**config.mk**
```make
export PLATFORM = sky130hd
export DESIGN_NAME = awn_front
export DESIGN_NICKNAME = d
export VERILOG_FILES = /design/src/rtl/core/awn_pkg.sv /design/src/rtl/core/awn_front.sv
export SDC_FILE = /design/constraint.sdc
export NUM_CORES = 1
export LEC_CHECK = 0
export BUFFER_PORTS_ARGS = -buffer_cell sky130_fd_sc_hd__buf_2
export CORE_AREA = 8 8 132 134
export DETAILED_ROUTE_END_ITERATION = 10
export DIE_AREA = 0 0 140 142
export PLACE_DENSITY = 0.47
export SETUP_SLACK_MARGIN = 0.05
export SYNTH_ARGS = -nofsm -noshare
export SYNTH_HDL_FRONTEND = slang
export SYNTH_SLANG_ARGS = --single-unit
```
**constraint.sdc**
```tcl
create_clock -name vclk -period 2.6
set_input_delay 0.78 -clock vclk [all_inputs]
set_output_delay 0.78 -clock vclk [all_outputs]
set_load 0.01 [all_outputs]
```
**src/rtl/core/awn_pkg.sv**
```systemverilog
package awn_pkg;

  // Field widths
  localparam int ROW_W     = 11;
  localparam int COL_W     = 11;
  localparam int PIX_W     = 24;
  localparam int STAT_W    = 2;
  localparam int COEF_W    = 16;
  localparam int SIZE_W    = 9;
  localparam int CFG_IDX_W = 3;

  // Internal arithmetic widths
  localparam int DIM_W  = 12;  // effective source size, up to 511
  localparam int OSZ_W  = 17;  // signed output frame size
  localparam int PROD_W = 28;  // coefficient times coordinate
  localparam int NUM_W  = 29;  // difference of two products
  localparam int DET_W  = 33;  // determinant
  localparam int DMAG_W = 36;  // 16 * |det|
  localparam int SDET_W = 49;  // shift times det
  localparam int TOP_W  = 50;  // dividend

  localparam int DEF_MAX_WIDTH  = 256;
  localparam int DEF_MAX_HEIGHT = 256;
  localparam int QUEUE_DEPTH    = 4;
  localparam int SETTLE_CYCLES  = 6;

  localparam logic [CFG_IDX_W-1:0] REG_COEF_A     = 3'd0;
  localparam logic [CFG_IDX_W-1:0] REG_COEF_B     = 3'd1;
  localparam logic [CFG_IDX_W-1:0] REG_COEF_C     = 3'd2;
  localparam logic [CFG_IDX_W-1:0] REG_COEF_D     = 3'd3;
  localparam logic [CFG_IDX_W-1:0] REG_SHIFT_X    = 3'd4;
  localparam logic [CFG_IDX_W-1:0] REG_SHIFT_Y    = 3'd5;
  localparam logic [CFG_IDX_W-1:0] REG_SRC_WIDTH  = 3'd6;
  localparam logic [CFG_IDX_W-1:0] REG_SRC_HEIGHT = 3'd7;

  localparam logic OP_WRITE = 1'b0;
  localparam logic OP_READ  = 1'b1;

  localparam logic [STAT_W-1:0] ST_COPIED        = 2'd0;
  localparam logic [STAT_W-1:0] ST_OUTSIDE_SRC   = 2'd1;
  localparam logic [STAT_W-1:0] ST_OUTSIDE_FRAME = 2'd2;
  localparam logic [STAT_W-1:0] ST_SINGULAR      = 2'd3;

  typedef enum logic [1:0] {
    KIND_WRITE,
    KIND_SKIP,
    KIND_MAP,
    KIND_FIXED
  } kind_t;

  typedef struct packed {
    logic             opcode;
    logic [ROW_W-1:0] row;
    logic [COL_W-1:0] col;
    logic [PIX_W-1:0] pixel_in;
  } in_word_t;

  typedef struct packed {
    logic [PIX_W-1:0]  pixel_out;
    logic [STAT_W-1:0] status;
  } out_word_t;

  typedef struct packed {
    kind_t             kind;
    logic [STAT_W-1:0] status;
    logic [ROW_W-1:0]  row;
    logic [COL_W-1:0]  col;
    logic [PIX_W-1:0]  pixel;
  } q_entry_t;

  typedef struct packed {
    logic signed [COEF_W-1:0] a;
    logic signed [COEF_W-1:0] b;
    logic signed [COEF_W-1:0] c;
    logic signed [COEF_W-1:0] d;
    logic [DIM_W-1:0]         eff_w;
    logic [DIM_W-1:0]         eff_h;
    logic signed [OSZ_W-1:0]  out_w;
    logic signed [OSZ_W-1:0]  out_h;
    logic                     det_zero;
    logic                     det_neg;
    logic [DMAG_W-1:0]        dmag;
    logic signed [SDET_W-1:0] sxdet;
    logic signed [SDET_W-1:0] sydet;
  } cfg_view_t;

endpackage

```
**src/rtl/core/awn_front.sv**
```systemverilog
module awn_front (
  input  awn_pkg::in_word_t  in_word,
  input  awn_pkg::cfg_view_t view,
  output awn_pkg::q_entry_t  entry
);

  localparam int DW = awn_pkg::DIM_W;
  localparam int OW = awn_pkg::OSZ_W;

  logic in_src, in_frame;

  assign in_src   = (DW'(in_word.row) < view.eff_h) && (DW'(in_word.col) < view.eff_w);
  assign in_frame = ($signed(OW'(in_word.row)) < view.out_h) &&
                    ($signed(OW'(in_word.col)) < view.out_w);

  always_comb begin
    entry.row    = in_word.row;
    entry.col    = in_word.col;
    entry.pixel  = in_word.pixel_in;
    entry.status = awn_pkg::ST_COPIED;
    if (in_word.opcode == awn_pkg::OP_WRITE) begin
      entry.kind = in_src ? awn_pkg::KIND_WRITE : awn_pkg::KIND_SKIP;
    end else if (!in_frame) begin
      entry.kind   = awn_pkg::KIND_FIXED;
      entry.status = awn_pkg::ST_OUTSIDE_FRAME;
    end else if (view.det_zero) begin
      entry.kind   = awn_pkg::KIND_FIXED;
      entry.status = awn_pkg::ST_SINGULAR;
    end else begin
      entry.kind = awn_pkg::KIND_MAP;
    end
  end

endmodule

```
==> reports/results.md, run 1 <==
| Result | This run | Unit |
| --- | --- | --- |
| Total standard cell area after synthesis | 1450 | sq um |
| Tmin final | 3060 | ps |
| Setup slack at placement | -688 | ps |
| Total vias in the final route | 1488 | - |
| Count of distinct cell types in the synthesized netlist | 29 | - |
| Synthesized-area fraction occupied by xor and xnor cells | 0 | % |
| Worst EP arrival | 2280 | ps |
| Kind of critical path | in -> out | - |
| Setup tns final | -1320 | ps |
| Final number of setup-violating endpoints | 3 | - |
| GPL Wtd Cong | 0.697 | - |
| Share of the yosys chip area belonging to registers | 0 | % |
| Synthesized netlist net count | 544 | - |
| Chip height | 142 | um |
| Layout-stage area growth over the synthesis result | 60.7 | % |
| Result of the run | finished, violations left | - |
| HPWL after detailed placement | 4.97 | mm |
| Effective utilization at floorplan | 9.41 | % |
| Core Region | 15400 | sq um |
| Synthesized netlist cell count | 199 | - |
| Multiplexer share of the synthesized area | 0 | % |
| Antenna cell count | 0 | - |
| Average wire per cell in the routed design | 11.2 | um |
| Complex-gate fraction of the synthesized area | 16.1 | % |
| Finished Core Util | 15.1 | % |
| Vias per cell | 3.15 | - |
| Max_cap viols | 0 | - |
| Dominant cell by count in the synthesized netlist | sky130_fd_sc_hd__buf_4 | - |
| First-pass GRT wire length | 7.78 | mm |
| Sequential cell area | 0 | sq um |
| Worst setup slack after layout | -457 | ps |
| Final standard cell count with taps included and fillers excluded | 473 | - |
| Clkbuf count | 0 | - |
| Maximum ir drop on the vdd rail | 0.0486 | mV |
| Number of rows created at floorplan | 46 | - |
| Maximum clock frequency | 327 | MHz |
| Via count of the first global-routing pass | 1522 | - |
| Count of hold buffers inserted by post-cts repair | 0 | - |
| Seq cells | 0 | - |
| Max-slew violation count | 0 | - |
| Area share of fa/ha/maj cells after synthesis | 34.5 | % |
| DRC Markers | 0 | - |
| Overall routing resource usage | 4.84 | % |
| Hold_ws | 1560 | ps |
| Combinational family with the most area after synthesis | buffers and inverters | - |
| Violated checks | negative setup slack | - |
| Fraction of final layout cells with drive strength greater than 1 | 59.8 | % |
| Pre-Repair DR Iteration Count | 4 | - |
| Synth area leaders | sky130_fd_sc_hd__ha_1 (34%), sky130_fd_sc_hd__buf_4 (24%), sky130_fd_sc_hd__inv_1 (11%) | - |
| Port-buffer cells | 108 | - |
| Yosys Warn Count | 0 | - |
| Number of nets in the finished design | 628 | - |
| Top cells by count, synth | sky130_fd_sc_hd__buf_4 (47), sky130_fd_sc_hd__inv_1 (43), sky130_fd_sc_hd__ha_1 (40) | - |
| Initial DRC count | 15 | - |
| Area enclosed by the die boundary | 19900 | sq um |
| Worst slew margin relative to its limit | 73.7 | % |
| Simple-gate area share of the yosys netlist | 14.0 | % |
| Power per cell area | 138 | nW/um^2 |
| Cell type with the largest total area after synthesis | sky130_fd_sc_hd__ha_1 | - |
| Critical path required time | 1820 | ps |
| Final routed wirelength across all metal layers | 5.28 | mm |
| Post-route fraction of the period consumed by the critical path | 118 | % |
| Count of pins on the block boundary | 355 | - |
| Type of origin of the critical path | input port | - |
| Avg Cell Area, Syn | 7.29 | sq um |
| Antenna violations before repair | 1 | - |
| Overflow left after global routing | 0 | - |
| Slew at the pin closest to its max-slew limit | 390 | ps |
| Area fraction of the dominant cell type after synthesis | 34.5 | % |
| Placed cells | 472 | - |
| Antenna-violating nets left | 0 | - |
| Number of hold violations in the final report | 0 | - |
| Pin count of the biggest net entering global routing | 5 | - |
| Kind of capture point of the worst setup path | primary output | - |
| RSZ-0062 raised after global routing | yes | - |
| Maximum net fanout on the critical path | 2 | - |
| Width of the die | 140 | um |
| Leakage power summed over all cells | 0.00123 | uW |
| Hold Crit Class | in -> out | - |
where the power goes:
| part | internal [uW] | switching, uW | leakage, uW |
|---|---|---|---|
| registers | 0 | 0 | 0 |
| logic | 168 | 155 | 0.00123 |
| clock network | 0 | 0 | 0 |
timing repair:
action,4_1_cts,5_1_grt
buffers inserted,0,1
endpoints found under the setup margin,3,3
pin swaps,11,12
gates resized for setup,26,15
layout make-up:
class,count,area [sq um]
inverter,43,161
multi-input combinational,109,1210
tap,192,240
fill,1793,13100
timing repair buffer,129,719
worst paths after layout:
check         from   endpoint  slack [ps]  depth (start not counted)
min    in_word[14]  entry[14]        1560                          0
max    in_word[39]  entry[48]        -460                         10
worst max-delay path: stages:
cell	delay, ps
sky130_fd_sc_hd__buf_2	110
sky130_fd_sc_hd__buf_4	130
sky130_fd_sc_hd__ha_1	180
sky130_fd_sc_hd__a21o_1	150
sky130_fd_sc_hd__a21o_1	180
sky130_fd_sc_hd__a21oi_2	130
sky130_fd_sc_hd__o22ai_1	90
sky130_fd_sc_hd__nor4_2	300
sky130_fd_sc_hd__a41oi_2	60
sky130_fd_sc_hd__buf_2	170
metrics by stage:
stage,total power (uW),cell area [sq um]
after global placement,273,2040
after detailed placement,275,2040
final,322,2330
after global routing,368,2330
after floorplan,185,1460
after CTS,311,2240
kinds of logic after synthesis:
logic type               Yosys count
AND/OR/NAND/NOR                   32
AO/OA/AOI/OAI                     37
adder cells (fa/ha/maj)           40
buffers and inverters             90
layout by cell type (no fill, tap or decap), types with 2 or more instances in the layout:
cell                       netlist  final
sky130_fd_sc_hd__nand2_1         6      5
sky130_fd_sc_hd__nand2b_1        2      2
sky130_fd_sc_hd__nor2_1          6      4
sky130_fd_sc_hd__buf_6           0      3
sky130_fd_sc_hd__or4_4           1      2
sky130_fd_sc_hd__inv_1          43     40
sky130_fd_sc_hd__nor2_2          0      2
sky130_fd_sc_hd__inv_2           0      3
sky130_fd_sc_hd__nor4_4          0      3
sky130_fd_sc_hd__nand4_1         4      4
sky130_fd_sc_hd__a21o_1          6      6
sky130_fd_sc_hd__ha_1           40     29
sky130_fd_sc_hd__buf_2           0    104
sky130_fd_sc_hd__ha_4            0     11
sky130_fd_sc_hd__o21ai_1         2      2
sky130_fd_sc_hd__o21ai_0         3      3
sky130_fd_sc_hd__nand4b_1        2      2
sky130_fd_sc_hd__a21oi_2         0      5
sky130_fd_sc_hd__a211oi_2        0      3
sky130_fd_sc_hd__buf_4          47     21
sky130_fd_sc_hd__nand3_1         2      2
sky130_fd_sc_hd__a21oi_1        16     11
per-layer routing:
| layer | wire length (um) | up-vias | track usage (%) |
|---|---|---|---|
| met5 | 10 | - | 0 |
| met3 | 448 | 10 | 1.41 |
| met1 | 2340 | 619 | 6.26 |
| met2 | 2430 | 61 | 8.08 |
| li1 | - | 796 | - |
| met4 | 46 | 2 | 0.400 |
(Power assumes the default switching activity.)
==> inputs of run 2 (changes only) <==
- RECOVER_POWER: unset -> 100
==> reports/results.md, run 2 (synthesis gave the netlist of run 1 again) <==
| Result | This run | Unit | Change |
| --- | --- | --- | --- |
| Worst EP arrival | 2280 | ps | about the same |
| Final standard cell count with taps included and fillers excluded | 473 | - | unchanged |
| Sequential cell area | 0 | sq um | unchanged |
| Total vias in the final route | 1487 | - | was 1488 |
| Clkbuf count | 0 | - | unchanged |
| Worst slew margin relative to its limit | 73.7 | % | about the same |
| Max-slew violation count | 0 | - | unchanged |
| Critical path required time | 1820 | ps | about the same |
| Finished Core Util | 15.0 | % | was 15.1% |
| Slew at the pin closest to its max-slew limit | 390 | ps | about the same |
| Count of pins on the block boundary | 355 | - | unchanged |
| Final number of setup-violating endpoints | 3 | - | unchanged |
| Leakage power summed over all cells | 0.00117 | uW | was 0.00123 uW |
| Layout-stage area growth over the synthesis result | 59.0 | % | was 60.7% |
| DRC Markers | 0 | - | unchanged |
| Tmin final | 3060 | ps | about the same |
| Number of nets in the finished design | 628 | - | unchanged |
| Result of the run | finished, violations left | - | unchanged |
| Buf+Inv Stages, Crit Path | 3 | - | unchanged |
| Power per cell area | 138 | nW/um^2 | about the same |
| Pre-Repair DR Iteration Count | 4 | - | unchanged |
| Chip height | 142 | um | unchanged |
| Seq cells | 0 | - | unchanged |
| Largest stage delay, worst path | 300 | ps | about the same |
| Overall routing resource usage | 4.84 | % | unchanged |
| Via count of the first global-routing pass | 1522 | - | unchanged |
| Port-buffer cells | 108 | - | unchanged |
| Hold_ws | 1560 | ps | unchanged |
| GPL Wtd Cong | 0.697 | - | unchanged |
| Overflow left after global routing | 0 | - | unchanged |
| Cell-by-cell listing of the critical path | buf_2, buf_4, ha_1, a21o_1, a21o_1, a21oi_2, o22ai_1, nor4_2, a41oi_2, buf_2 | - | unchanged |
| Top delay family on crit path | compound AO/OA/AOI/OAI gates | - | unchanged |
| Commonest non-fill, non-tap cell in the layout | sky130_fd_sc_hd__buf_2 | - | unchanged |
| Hold Crit Class | in -> out | - | unchanged |
| Initial DRC count | 16 | - | was 15 |
| Kind of capture point of the worst setup path | primary output | - | unchanged |
| Number of logic stages on the critical path including buffering | 10 | - | unchanged |
| Maximum ir drop on the vdd rail | 0.0486 | mV | about the same |
| Finished Cell Area | 2310 | sq um | was 2330 sq um |
| RSZ-0062 raised after global routing | yes | - | unchanged |
| Fraction of final layout cells with drive strength greater than 1 | 52.7 | % | was 59.8% |
| Count of hold buffers inserted by post-cts repair | 0 | - | unchanged |
| Worst setup slack after layout | -457 | ps | about the same |
| Pin count of the biggest net entering global routing | 5 | - | unchanged |
| Type of origin of the critical path | input port | - | unchanged |
| Core Region | 15400 | sq um | unchanged |
| Number of hold violations in the final report | 0 | - | unchanged |
| Maximum clock frequency | 327 | MHz | about the same |
| Final routed wirelength across all metal layers | 5.28 | mm | about the same |
| Average wire per cell in the routed design | 11.2 | um | about the same |
| Placed Instance Area | 2040 | sq um | unchanged |
| Antenna violations before repair | 1 | - | unchanged |
| Post-route fraction of the period consumed by the critical path | 118 | % | about the same |
| Maximum net fanout on the critical path | 2 | - | unchanged |
| Worst Setup SP | in_word[39] | - | unchanged |
| End point of the critical path | entry[48] | - | unchanged |
| Width of the die | 140 | um | unchanged |
| Vias per cell | 3.14 | - | was 3.15 |
| HPWL after detailed placement | 4.97 | mm | unchanged |
| First-pass GRT wire length | 7.78 | mm | unchanged |
| Max_cap viols | 0 | - | unchanged |
| Kind of critical path | in -> out | - | unchanged |
| Setup tns final | -1320 | ps | about the same |
| Violated checks | negative setup slack | - | unchanged |
| Leading cell types in the layout, fill and taps excluded | sky130_fd_sc_hd__buf_2 (84), sky130_fd_sc_hd__inv_1 (40), sky130_fd_sc_hd__ha_1 (29) | - | was sky130_fd_sc_hd__buf_2 (104), sky130_fd_sc_hd__inv_1 (40), sky130_fd_sc_hd__ha_1 (29) |
| Number of rows created at floorplan | 46 | - | unchanged |
| Effective utilization at floorplan | 9.41 | % | unchanged |
| Area enclosed by the die boundary | 19900 | sq um | unchanged |
| Antenna cell count | 0 | - | unchanged |
| Placed cells | 472 | - | unchanged |
| Slowest cell on the critical path | sky130_fd_sc_hd__nor4_2 | - | unchanged |
| Antenna-violating nets left | 0 | - | unchanged |
run 2: layer usage:
metal  track usage, %  up-vias  wire (um)
met5                0        -         10
met4            0.400        2         46
met3             1.41       10        451
met2             8.08       61       2430
met1             6.26      617       2350
li1                 -      797          -
run 2: area by class of cell:
type               count  area, sq um
multi-input cells    109         1210
repair buffers       129          694
inverters             43          161
fillers             1803        13100
well taps            192          240
run 2: metrics by stage:
step                      power (uW)  setup slack, ps
after floorplan                  185             -159
after global placement           273             -689
after detailed placement         275             -688
after CTS                        311             -518
after global routing             364             -554
final                            319             -457
run 2: worst min path at each step:
stage,from,end,slack [ps],cells after the start
2_1_floorplan,in_word[0],entry[0],1650,1
3_3_place_gp,in_word[0],entry[0],1560,0
3_5_place_dp,in_word[0],entry[0],1560,0
4_1_cts,in_word[0],entry[0],1560,0
5_1_grt,in_word[3],entry[3],1560,0
6_report,in_word[14],entry[14],1560,0
run 2: timing repair:
| item | 4_1_cts | 5_1_grt |
|---|---|---|
| setup buffers | 0 | 1 |
| setup endpoints to repair | 3 | 3 |
| gates resized for setup | 26 | 15 |
| pin swaps | 11 | 12 |
run 2: where the power goes:
| part | switching, uW | internal [uW] | total, uW |
|---|---|---|---|
| Clock | 0 | 0 | 0 |
| Combinational | 155 | 163 | 319 |
| Sequential | 0 | 0 | 0 |
| Total | 155 | 163 | 319 |
