--- config.mk ---
export PLATFORM = sky130hd
export DESIGN_NAME = awn_queue
export DESIGN_NICKNAME = d
export VERILOG_FILES = /design/src/rtl/core/awn_pkg.sv /design/src/rtl/core/awn_queue.sv
export SDC_FILE = /design/constraint.sdc
export NUM_CORES = 1
export LEC_CHECK = 0
export BUFFER_PORTS_ARGS = -buffer_cell sky130_fd_sc_hd__buf_2
export CORE_MARGIN = 2
export CORE_UTILIZATION = 45
export CTS_CLUSTER_SIZE = 28
export DETAILED_ROUTE_END_ITERATION = 10
export PLACE_DENSITY = 0.67
export SETUP_SLACK_MARGIN = 0.4
export SLEW_MARGIN = 10
export SYNTH_ARGS = -nofsm -noshare
export SYNTH_HDL_FRONTEND = slang
export SYNTH_SLANG_ARGS = --single-unit
--- constraint.sdc ---
create_clock -name clk -period 2.18 [get_ports clk]
set_input_delay 0.436 -clock clk [delete_from_list [all_inputs] [get_ports clk]]
set_output_delay 0.436 -clock clk [all_outputs]
set_load 0.02 [all_outputs]
--- src/rtl/core/awn_pkg.sv ---
package awn_pkg;

  // Field widths
  localparam int ROW_W     = 11;
  localparam int COL_W     = 11;
  localparam int PIX_W     = 24;
  localparam int STAT_W    = 2;
  localparam int COEF_W    = 16;
  localparam int SIZE_W    = 9;
  localparam int CFG_IDX_W = 3;

  // Internal arithmetic widths
  localparam int DIM_W  = 12;  // effective source size, up to 511
  localparam int OSZ_W  = 17;  // signed output frame size
  localparam int PROD_W = 28;  // coefficient times coordinate
  localparam int NUM_W  = 29;  // difference of two products
  localparam int DET_W  = 33;  // determinant
  localparam int DMAG_W = 36;  // 16 * |det|
  localparam int SDET_W = 49;  // shift times det
  localparam int TOP_W  = 50;  // dividend

  localparam int DEF_MAX_WIDTH  = 256;
  localparam int DEF_MAX_HEIGHT = 256;
  localparam int QUEUE_DEPTH    = 4;
  localparam int SETTLE_CYCLES  = 6;

  localparam logic [CFG_IDX_W-1:0] REG_COEF_A     = 3'd0;
  localparam logic [CFG_IDX_W-1:0] REG_COEF_B     = 3'd1;
  localparam logic [CFG_IDX_W-1:0] REG_COEF_C     = 3'd2;
  localparam logic [CFG_IDX_W-1:0] REG_COEF_D     = 3'd3;
  localparam logic [CFG_IDX_W-1:0] REG_SHIFT_X    = 3'd4;
  localparam logic [CFG_IDX_W-1:0] REG_SHIFT_Y    = 3'd5;
  localparam logic [CFG_IDX_W-1:0] REG_SRC_WIDTH  = 3'd6;
  localparam logic [CFG_IDX_W-1:0] REG_SRC_HEIGHT = 3'd7;

  localparam logic OP_WRITE = 1'b0;
  localparam logic OP_READ  = 1'b1;

  localparam logic [STAT_W-1:0] ST_COPIED        = 2'd0;
  localparam logic [STAT_W-1:0] ST_OUTSIDE_SRC   = 2'd1;
  localparam logic [STAT_W-1:0] ST_OUTSIDE_FRAME = 2'd2;
  localparam logic [STAT_W-1:0] ST_SINGULAR      = 2'd3;

  typedef enum logic [1:0] {
    KIND_WRITE,
    KIND_SKIP,
    KIND_MAP,
    KIND_FIXED
  } kind_t;

  typedef struct packed {
    logic             opcode;
    logic [ROW_W-1:0] row;
    logic [COL_W-1:0] col;
    logic [PIX_W-1:0] pixel_in;
  } in_word_t;

  typedef struct packed {
    logic [PIX_W-1:0]  pixel_out;
    logic [STAT_W-1:0] status;
  } out_word_t;

  typedef struct packed {
    kind_t             kind;
    logic [STAT_W-1:0] status;
    logic [ROW_W-1:0]  row;
    logic [COL_W-1:0]  col;
    logic [PIX_W-1:0]  pixel;
  } q_entry_t;

  typedef struct packed {
    logic signed [COEF_W-1:0] a;
    logic signed [COEF_W-1:0] b;
    logic signed [COEF_W-1:0] c;
    logic signed [COEF_W-1:0] d;
    logic [DIM_W-1:0]         eff_w;
    logic [DIM_W-1:0]         eff_h;
    logic signed [OSZ_W-1:0]  out_w;
    logic signed [OSZ_W-1:0]  out_h;
    logic                     det_zero;
    logic                     det_neg;
    logic [DMAG_W-1:0]        dmag;
    logic signed [SDET_W-1:0] sxdet;
    logic signed [SDET_W-1:0] sydet;
  } cfg_view_t;

endpackage

--- src/rtl/core/awn_queue.sv ---
module awn_queue #(
  parameter int DEPTH = awn_pkg::QUEUE_DEPTH
) (
  input  logic               clk,
  input  logic               rst_n,
  input  logic               push,
  input  awn_pkg::q_entry_t  din,
  output logic               full,
  input  logic               pop,
  output logic               not_empty,
  output awn_pkg::q_entry_t  dout
);

  localparam int PW = (DEPTH > 1) ? $clog2(DEPTH) : 1;
  localparam logic [PW-1:0] LAST = PW'(DEPTH - 1);
  localparam logic [PW:0]   FULL_CNT = (PW + 1)'(DEPTH);

  awn_pkg::q_entry_t slot_r [0:DEPTH-1];
  logic [PW-1:0] wr_r, rd_r;
  logic [PW:0]   cnt_r;

  assign full      = (cnt_r == FULL_CNT);
  assign not_empty = (cnt_r != '0);
  assign dout      = slot_r[rd_r];

  always_ff @(posedge clk) begin
    if (!rst_n) begin
      wr_r  <= '0;
      rd_r  <= '0;
      cnt_r <= '0;
    end else begin
      if (push) begin
        wr_r <= (wr_r == LAST) ? '0 : wr_r + PW'(1);
      end
      if (pop) begin
        rd_r <= (rd_r == LAST) ? '0 : rd_r + PW'(1);
      end
      if (push && !pop) begin
        cnt_r <= cnt_r + (PW + 1)'(1);
      end else if (pop && !push) begin
        cnt_r <= cnt_r - (PW + 1)'(1);
      end
    end
  end

  always_ff @(posedge clk) begin
    if (push) begin
      slot_r[wr_r] <= din;
    end
  end

endmodule

==> qor.yml, run 1 <==
status:
  outcome: "complete, but fails checks"
  violations: "negative setup slack"
clock_network:
  cts.sinks: 209
  cts_inserted_buffers: 21
  postCtsHoldBufs: 0
  cts_tree: "yes"
  htreeDepth: 1
  clk_latency_ns: 0.49
  clockBufferDepth: 3
  path_clk_slew_ns: 0.06
  root_buffer: "clkbuf_16"
yosys:
  yosys.area_share.simple_pct: 1.181
  synth_seq_cells: 209
  synth_adder_area_share_pct: 1.230
  synth_top_family_by_area: "multiplexers"
  synthDistinctLibCells: 22
  synth.area.top_cells: "edfxtp_1, mux4_2, dfxtp_1"
  synth_common_cells: "edfxtp_1, mux4_2, dfxtp_1"
  avgSynthCellArea_um2: 25.27
  synth_compound_area_share_pct: 0.2589
  yosys_warnings: 0
  synth_ff_type: "edfxtp_1"
  synth_mux_area_share_pct: 15.08
  syn-cell-area_um2: 7731
  synth_xor_area_share_pct: 0.2266
  yosysSeqAreaShare_pct: 80.01
  synth-async-reset-ratio_pct: 0
  yosysTopAreaCell: "edfxtp_1"
  syn_inst: 306
  post-synth-top-count-cell: "edfxtp_1"
  synth_edf_count: 200
  synth_top_area_share_pct: 77.68
  syn_nets: 367
die:
  ios: 106
  rows: 47
  die-area_um2: 18250
  dieWidth_um: 135.1
  initial_utilization_pct: 46.29
  coreArea_um2: 16700
  fp.dieH_um: 135.1
critical_path:
  r2r_slack_ns: 0.52
  worstSetupStartpointType: "flip-flop"
  worstSetupPathType: "reg -> out"
  arrival_ns: 1.84
  r2r_cells: 5
  cp.required_ns: 1.74
  cp_max_fo: 9
  regToRegEndpoint: "cnt_r[2]"
  endpoint_kind: "output pin"
  r2r-start: "cnt_r[0]"
global_route:
  grt.overflow.total: 0
  grtUsageMet1_pct: 20.05
  use_met2_pct: 27.27
  busiest_layer: "met2"
  antenna_found_initial: 0
  track_usage_pct: 15.75
  first_global_vias: 3863
  grt_first_pass_wirelength_um: 21470
  use_met3_pct: 4.017
  grt_max_degree: 51
timing:
  hold_viol: 0
  slew_violations: 0
  min_period_ns: 2.278
  setup_violations: 50
  worst_slack_ns: -0.09847
  relSlewSlack_pct: 76.83
  rsz0062_at_grt: "yes"
  worstMarginPinSlew_ns: 0.3476
  fin_tns_setup_ns: -3.506
  fmax_mhz: 438.9
  fin_worst_skew_ns: 0.01263
  finalCritPeriodShare_pct: 104.5
place:
  dpl.cell_count: 627
  gp_congestion: 0.7051
  place_ws_ns: 0.1813
  io_buffer_count: 105
  dpl.hpwl_um: 7345
routing:
  drt_wl_total_um: 13910
  drc: 0
  ant_nets: 0
  viasPerCell: 5.239
  wire_per_inst_um: 20.61
  dr.first_iter.drc_count: 197
  via_count: 3536
  drtPass1Iterations: 4
layout:
  n_antenna_cell: 0
  syn_to_final_growth_pct: 25.18
  nFillCells: 1248
  multi_input_area_um2: 1400
  final_net_count: 502
  regArea_um2: 6200
  drive_above_1_share_pct: 47.91
  fin_cells: 675
worst_hold_path:
  holdPathStages: 1
  holdPathEnd: "slot_r[0][23]"
  hold_path.startpoint: "din[23]"
  hold_path_class: "in -> reg"
power:
  ir_drop_mv: 0.4872
  totalPowerFinal_mw: 9.243
  p_per_area_nw_per_um2: 955.1
  p_leak_nw: 3.321
flow_run:
  maxCapViolCount: 0
==> cells in the final DEF, fill, tap and decap left out, types with 3 or more instances in the layout <==
cell type	synthesis	routed
nor2b_1	5	5
dfxtp_1	9	4
inv_1	4	4
buf_16	0	5
mux4_2	50	50
clkbuf_16	0	24
clkinv_2	0	3
buf_2	5	67
buf_4	0	7
clkinv_1	0	3
ha_1	6	6
and2_2	0	4
buf_6	1	38
mux2i_1	4	4
buf_12	5	7
dfxtp_4	0	3
edfxtp_1	200	200
==> power by group <==
group,leakage [nW],internal [mW],switching [mW]
Sequential,1.91,4.60,0.0473
Combinational,1.06,0.542,0.556
Clock,0.344,2.05,1.45
Total,3.32,7.19,2.05
==> registers in the layout, summed over array words and instances, names as in the netlist, named ones only <==
name and cells:
slot_r 200, wr_r 2, cnt_r 3, rd_r 2
==> layout make-up <==
cell class / instances / share of cell area (%)
flip-flops and latches: 209 / 64.06
repair buffers: 124 / 11.30
clock inverters: 11 / 0.6852
well taps: 220 / 2.844
inverters: 4 / 0.1551
clock buffers: 26 / 6.490
multi-input cells: 81 / 14.47
==> timing repair <==
item / 4_1_cts / 5_1_grt
resized for setup: 79 / 8
gates cloned: 4 / 0
setup endpoints to repair: 51 / 51
buffers inserted: 6 / 1
pin swaps: 1 / 1
==> logic make-up (layout without fill, tap and decap cells) <==
| group | after synthesis | count (layout) |
|---|---|---|
| DFF | 209 | 209 |
| muxes | 54 | 54 |
| buffers and inverters | 16 | 165 |
| and+or+nand+nor | 15 | 15 |
| adders and majority gates | 7 | 7 |
| AOI/OAI and AO/OA | 3 | 3 |
| xor gates and xnor gates | 2 | 2 |
==> stage by stage <==
step	area [um2]	util, %	hold slack (ns)
3_3_place_gp	8549	51.19	0.4819
4_1_cts	9646	57.75	0.1323
3_5_place_dp	8549	51.19	0.5438
2_1_floorplan	7736	-	0.4674
6_report	9678	57.95	0.1559
5_1_grt	9678	57.95	0.1317
==> how the worst max path moves through the flow <==
stage / from / endpoint / slack (ns) / depth (start not counted)
after detailed placement: pop / cnt_r[2] / 0.18 / 8
after floorplan: pop / cnt_r[2] / 0.46 / 7
after global routing: flip-flop / dout[18] / -0.16 / 4
after global placement: pop / cnt_r[2] / 0.30 / 8
final: flip-flop / dout[28] / -0.1 / 4
after CTS: flip-flop / dout[18] / -0.13 / 4
==> metal layers <==
layer | vias to the layer above | routed length [um]
met5 | - | 0
met4 | 0 | 204
met3 | 19 | 893
met2 | 89 | 7128
met1 | 1860 | 5684
li1 | 1568 | -
==> critical path, cell delays in order, from the launching register on <==
cell and delay, ns:
dfxtp_4 0.36, buf_12 0.14, buf_12 0.15, mux4_2 0.51, buf_2 0.18
Note: power is estimated with default switching activity, not from simulation.
==> inputs of run 2 (changes only) <==
--- a/config.mk
+++ b/config.mk
@@ -12,6 +12,7 @@
 export DETAILED_ROUTE_END_ITERATION = 10
 export PLACE_DENSITY = 0.67
 export SETUP_SLACK_MARGIN = 0.4
+export SKIP_LAST_GASP = 1
 export SLEW_MARGIN = 10
 export SYNTH_ARGS = -nofsm -noshare
 export SYNTH_HDL_FRONTEND = slang
==> run 2 against run 1 <==
- the flow still finishes with violations (negative setup slack)
- clock skew fell by 0.0019 ns
- count of clock-buffer cells in the layout did not move
- sequential power barely moved
- hold slack barely moved
- cell count did not move
- combinational power barely moved
- wire length barely moved
- maximum frequency rose by 0.13%
- largest cell class unchanged
- highest routed layer unchanged
==> qor.yml, run 2 (synthesis gave the netlist of run 1 again) <==
clock_network:
  htreeDepth: 1  # unchanged
  clockBufferDepth: 3  # unchanged
  root_buffer: "clkbuf_16"
  clk_latency_ns: 0.49  # about the same
  path_clk_slew_ns: 0.06  # about the same
  cts_tree: "yes"
  cts_inserted_buffers: 21  # unchanged
  cts.sinks: 209  # unchanged
global_route:
  grt_max_degree: 51  # unchanged
  track_usage_pct: 15.73  # -0.017 points
  grt.overflow.total: 0  # unchanged
  first_global_vias: 3853  # -0.26%
  antenna_found_initial: 0  # unchanged
  grt_first_pass_wirelength_um: 21450  # -0.13%
die:
  dieWidth_um: 135.1  # unchanged
  die-area_um2: 18250  # unchanged
  fp.dieH_um: 135.1  # unchanged
  initial_utilization_pct: 46.29  # unchanged
  ios: 106  # unchanged
  coreArea_um2: 16700  # unchanged
  rows: 47  # unchanged
place:
  io_buffer_count: 105  # unchanged
  placed_area_um2: 8549  # unchanged
  place_ws_ns: 0.1813  # unchanged
  gp_congestion: 0.7051  # unchanged
  dpl.hpwl_um: 7345  # unchanged
  dpl.cell_count: 627  # unchanged
layout:
  final_net_count: 502  # unchanged
  largest_reg_flops: 200  # unchanged
  final_common_cell: "edfxtp_1"
  drive_above_1_share_pct: 47.91  # unchanged
  top_regs: "slot_r x200, cnt_r x3"
  n_antenna_cell: 0  # unchanged
  syn_to_final_growth_pct: 24.94
  regMostFlops: "slot_r"
  final_cell_mix: "edfxtp_1, buf_2, mux4_2"
  fin_cells: 675  # unchanged
  fin_area_um2: 9659  # -0.19%
  final_util_pct: 57.84  # -0.11 points
flow_run:
  maxCapViolCount: 0  # unchanged
routing:
  drt_wl_total_um: 13920  # about the same
  wl_met2_um: 7177  # +0.69%
  ant_nets: 0  # unchanged
  dr.first_iter.drc_count: 219  # +11%
  wire_per_inst_um: 20.61  # about the same
  wl_met3_um: 863  # -3.4%
  via_count: 3529  # -0.20%
  drtPass1Iterations: 4  # unchanged
  wl_met1_um: 5653  # -0.55%
  viasPerCell: 5.228  # -0.20%
  highest_layer: "met4"
  drc: 0  # unchanged
critical_path:
  worstSetupStartpointType: "flip-flop"
  arrival_ns: 1.84  # about the same
  worstSetupPathType: "reg -> out"
  endpoint_kind: "output pin"
  cp.required_ns: 1.74  # about the same
  cp_max_fo: 9  # unchanged
timing:
  finalCritPeriodShare_pct: 104.4  # -0.13 points
  min_period_ns: 2.276  # -0.002866 ns
  slew_violations: 0  # unchanged
  worstMarginPinSlew_ns: 0.3390  # -0.008539 ns
  setup_violations: 50  # unchanged
  hold_viol: 0  # unchanged
  fmax_mhz: 439.4  # +0.13%
  relSlewSlack_pct: 77.40  # +0.57 points
  fin_tns_setup_ns: -3.503  # +0.003660 ns
  worst_slack_ns: -0.09560  # +0.002866 ns
  fin_worst_skew_ns: 0.01075  # -0.001880 ns
  rsz0062_at_grt: "yes"
  whs_ns: 0.1563  # +0.0003830 ns
power:
  totalPowerFinal_mw: 9.236  # about the same
  p_per_area_nw_per_um2: 956.1  # +0.11%
  p_leak_nw: 3.315  # -0.19%
  ir_drop_mv: 0.4851  # -0.42%
status:
  violations: "negative setup slack"
  outcome: "complete, but fails checks"
worst_hold_path:
  hold_path_class: "in -> reg"
==> run 2: cell counts in the layout (fill, tap and decap cells not counted) <==
Identical to the previous run, type by type.
==> run 2: final timing paths <==
kind / cells after the start / start / slack [ns] / to
max reg2reg: 5 / cnt_r[0] / 0.52 / cnt_r[2]
max: 4 / flip-flop / -0.1 / dout[1]
min reg2reg: 2 / wr_r[1] / 0.57 / wr_r[1]
min: 1 / din[25] / 0.16 / slot_r[3][25]
==> run 2: per-layer routing <==
metal / vias to the layer above / track usage [%]
li1: 1565 / -
met2: 88 / 27.27
met1: 1857 / 20.00
met3: 19 / 4.017
met5: - / 0
met4: 0 / 3.993
==> run 2: final cells by class <==
cell class	instances	area [um2]
clock buffer	26	628.1
clock inverter	11	66.31
fill	1250	7042
inverter	4	15.01
multi-input combinational	81	1400
sequential	209	6200
tap	220	275.3
timing repair buffer	124	1075
==> run 2: worst max-delay path, cell delays in order, from the launching register on <==
cell and delay [ns]:
dfxtp_4 0.36, buf_4 0.13, buf_16 0.14, mux4_2 0.53
buf_2 0.18
==> run 2: where the power goes <==
| part | internal (mW) | total, mW | leakage (nW) | switching [mW] |
|---|---|---|---|---|
| logic | 0.535 | 1.09 | 1.06 | 0.553 |
| registers | 4.60 | 4.65 | 1.91 | 0.0471 |
| clock network | 2.05 | 3.50 | 0.344 | 1.45 |
==> run 2: timing repair <==
item | in CTS | in global routing
hold buffers | 0 | 0
buffers inserted | 6 | 1
gates cloned | 4 | 0
gates resized for setup | 74 | 8
pin swaps | 1 | 1
setup endpoints to repair | 51 | 51
==> inputs of run 3 (changes only) <==
--- a/config.mk
+++ b/config.mk
@@ -10,7 +10,6 @@
 export CORE_UTILIZATION = 45
 export CTS_CLUSTER_SIZE = 28
 export DETAILED_ROUTE_END_ITERATION = 10
-export PLACE_DENSITY = 0.67
 export SETUP_SLACK_MARGIN = 0.4
 export SKIP_LAST_GASP = 1
 export SLEW_MARGIN = 10
==> constraint.sdc (replaced) <==
create_clock -name clk -period 2.8 [get_ports clk]
set_input_delay 0.56 -clock clk [delete_from_list [all_inputs] [get_ports clk]]
set_output_delay 0.56 -clock clk [all_outputs]
set_load 0.02 [all_outputs]
==> run 3 against run 2 <==
- the run now ends clean
- critical path depth unchanged
- design area down 0.26%
- sequential cell count unchanged
- wire length rose by 4.1%
- sequential power down 22%
- combinational power decreased by 24%
- die area is the same
- global-route usage hardly changed
- cell count increased by 0.89%
- count of clock-buffer cells in the layout is the same
- register-to-register slack improved by 0.62 ns
- critical path type unchanged
- critical endpoint is now dout[24]
- highest routed layer unchanged
==> qor.yml, run 3 (synthesis gave the netlist of run 1 again) <==
global_route:
  grt_max_degree: 38  # -25%
  track_usage_pct: 15.72  # about the same
  antenna_found_initial: 2  # +2
  grt_first_pass_wirelength_um: 21570  # +0.58%
  use_met3_pct: 4.842  # +0.83 points
  busiest_layer: "met2"
  use_met2_pct: 26.82  # -0.45 points
  first_global_vias: 3823  # -0.78%
  grtUsageMet1_pct: 19.68  # -0.32 points
  grt.overflow.total: 0  # unchanged
timing:
  relSlewSlack_pct: 64.56  # -13 points
  fin_worst_skew_ns: 0.01166  # +0.0009163 ns
  finalCritPeriodShare_pct: 86.04
  min_period_ns: 2.409
  fin_tns_setup_ns: 0  # +3.503 ns
  setup_violations: 0  # -100%
  rsz0062_at_grt: "yes"
  hold_viol: 0  # unchanged
  fmax_mhz: 415.1
  slew_violations: 0  # unchanged
  worstMarginPinSlew_ns: 0.5315  # +0.1925 ns
  whs_ns: 0.2786  # +0.1223 ns
layout:
  syn_to_final_growth_pct: 24.62
  nFillCells: 1260  # +0.80%
  regMostFlops: "slot_r"
  multi_input_area_um2: 1395  # -0.36%
  top_regs: "slot_r x200, cnt_r x3"
  drive_above_1_share_pct: 46.84  # -1.1 points
  final_net_count: 505  # +0.60%
  largest_reg_flops: 200  # unchanged
  fin_cells: 681  # +0.89%
  final_common_cell: "edfxtp_1"
  regArea_um2: 6191  # -0.14%
  final_cell_mix: "edfxtp_1, buf_2, mux4_2"
clock_network:
  htreeDepth: 1  # unchanged
  clk_latency_ns: 0.49  # about the same
  cts.sinks: 209  # unchanged
  cts_inserted_buffers: 22  # +4.8%
  root_buffer: "clkbuf_16"
  path_clk_slew_ns: 0.06  # about the same
  postCtsHoldBufs: 0  # unchanged
  cts_tree: "yes"
  clockBufferDepth: 3  # unchanged
power:
  swShare_pct: 22.11  # -0.070 points
  p_leak_nw: 3.311  # -0.12%
  pwr-share-seq_pct: 50.7  # +0.4 points
  ir_drop_mv: 0.5732  # +18%
  combPwrFrac_pct: 11.6  # -0.2 points
  p_per_area_nw_per_um2: 741.9  # -22%
  totalPowerFinal_mw: 7.148  # -23%
  clkPwrFrac_pct: 37.8  # about the same
  power_switching_mw: 1.581  # -23%
  intPower_mw: 5.567  # -23%
routing:
  drtPass1Iterations: 4  # unchanged
  ant_nets: 0  # unchanged
  wire_per_inst_um: 21.28  # +3.2%
  viasPerCell: 5.189  # -0.74%
  drt_wl_total_um: 14490  # +4.1%
  dr.first_iter.drc_count: 181  # -17%
  via_count: 3534  # +0.14%
  drc: 0  # unchanged
die:
  initial_utilization_pct: 46.29  # unchanged
  ios: 106  # unchanged
  fp.dieH_um: 135.1  # unchanged
  rows: 47  # unchanged
  coreArea_um2: 16700  # unchanged
  die-area_um2: 18250  # unchanged
  dieWidth_um: 135.1  # unchanged
critical_path:
  arrival_ns: 1.85  # about the same
  cp.required_ns: 2.24  # +0.50 ns
  worstSetupPathType: "reg -> out"
  endpoint_kind: "output pin"
  cp_max_fo: 7  # -2
  worstSetupStartpointType: "flip-flop"
place:
  gp_congestion: 0.7034  # -0.24%
  dpl.cell_count: 630  # +0.48%
  dpl.hpwl_um: 8632  # +18%
  io_buffer_count: 105  # unchanged
flow_run:
  maxCapViolCount: 0  # unchanged
worst_hold_path:
  hold_path_class: "in -> reg"
status:
  outcome: "finished, final reports clean"
run 3: cell types whose count changed in the layout (fill, tap and decap cells not counted), sizes merged:
cell,delta
clkinv,+2
clkbuf,+4
clkinvlp,+1
buf,-2
bufinv,+1
inv,-2
diode,+2
run 3: repair_timing:
| item | in CTS | in global routing |
|---|---|---|
| setup buffers | 2 | 3 |
| resized for setup | 0 | 83 |
| setup endpoints to repair | 49 | 40 |
| cloned | 0 | 5 |
| pin swaps | 0 | 0 |
run 3: critical path, cell delays in order (launching register included):
cell and delay (ns):
dfxtp_4 0.38, buf_12 0.14, buf_12 0.14, mux4_2 0.54
buf_6 0.15
run 3: power by group through the flow:
stage	Sequential, mW	Combinational, mW	Clock (mW)
2_1_floorplan	3.68	0.455	0
5_1_grt	3.63	0.885	2.90
3_5_place_dp	3.70	0.685	0
4_1_cts	3.62	0.703	2.77
6_report	3.62	0.827	2.70
3_3_place_gp	3.69	0.674	0
run 3: layout make-up:
class	count	share of cell area (%)
sequential	209	64.26
timing repair buffer	126	11.12
antenna	2	0.05195
clock inverter	13	0.9870
multi-input combinational	81	14.48
clock buffer	26	6.091
tap	220	2.857
inverter	4	0.1558
run 3: stage by stage:
stage          instance area (um2)  util [%]  setup WS (ns)
5_1_grt                       9629     57.66         0.3290
4_1_cts                       9231     55.27         0.3454
3_3_place_gp                  8522     51.03         0.6510
3_5_place_dp                  8522     51.03         0.6161
2_1_floorplan                 7731         -         0.6329
6_report                      9634     57.69         0.3910
run 3: path summary, 6_finish.rpt:
| check | slack [ns] | cells past startpoint | from | endpoint |
|---|---|---|---|---|
| worst min register to register | 0.55 | 2 | cnt_r[2] | cnt_r[2] |
| worst max register to register | 1.14 | 4 | wr_r[0] | slot_r[0][35] |
| worst max-delay path | 0.39 | 4 | flip-flop | dout[24] |
| worst min-delay path | 0.28 | 1 | din[15] | slot_r[2][15] |
run 3: layer usage:
layer / part of all wire [%] / vias to the layer above / wire [um]
met4: 1.4 / 0 / 203
met5: 0 / - / 0
met2: 51 / 94 / 7385
met3: 6.9 / 19 / 1000
li1: - / 1576 / -
met1: 41 / 1845 / 5900
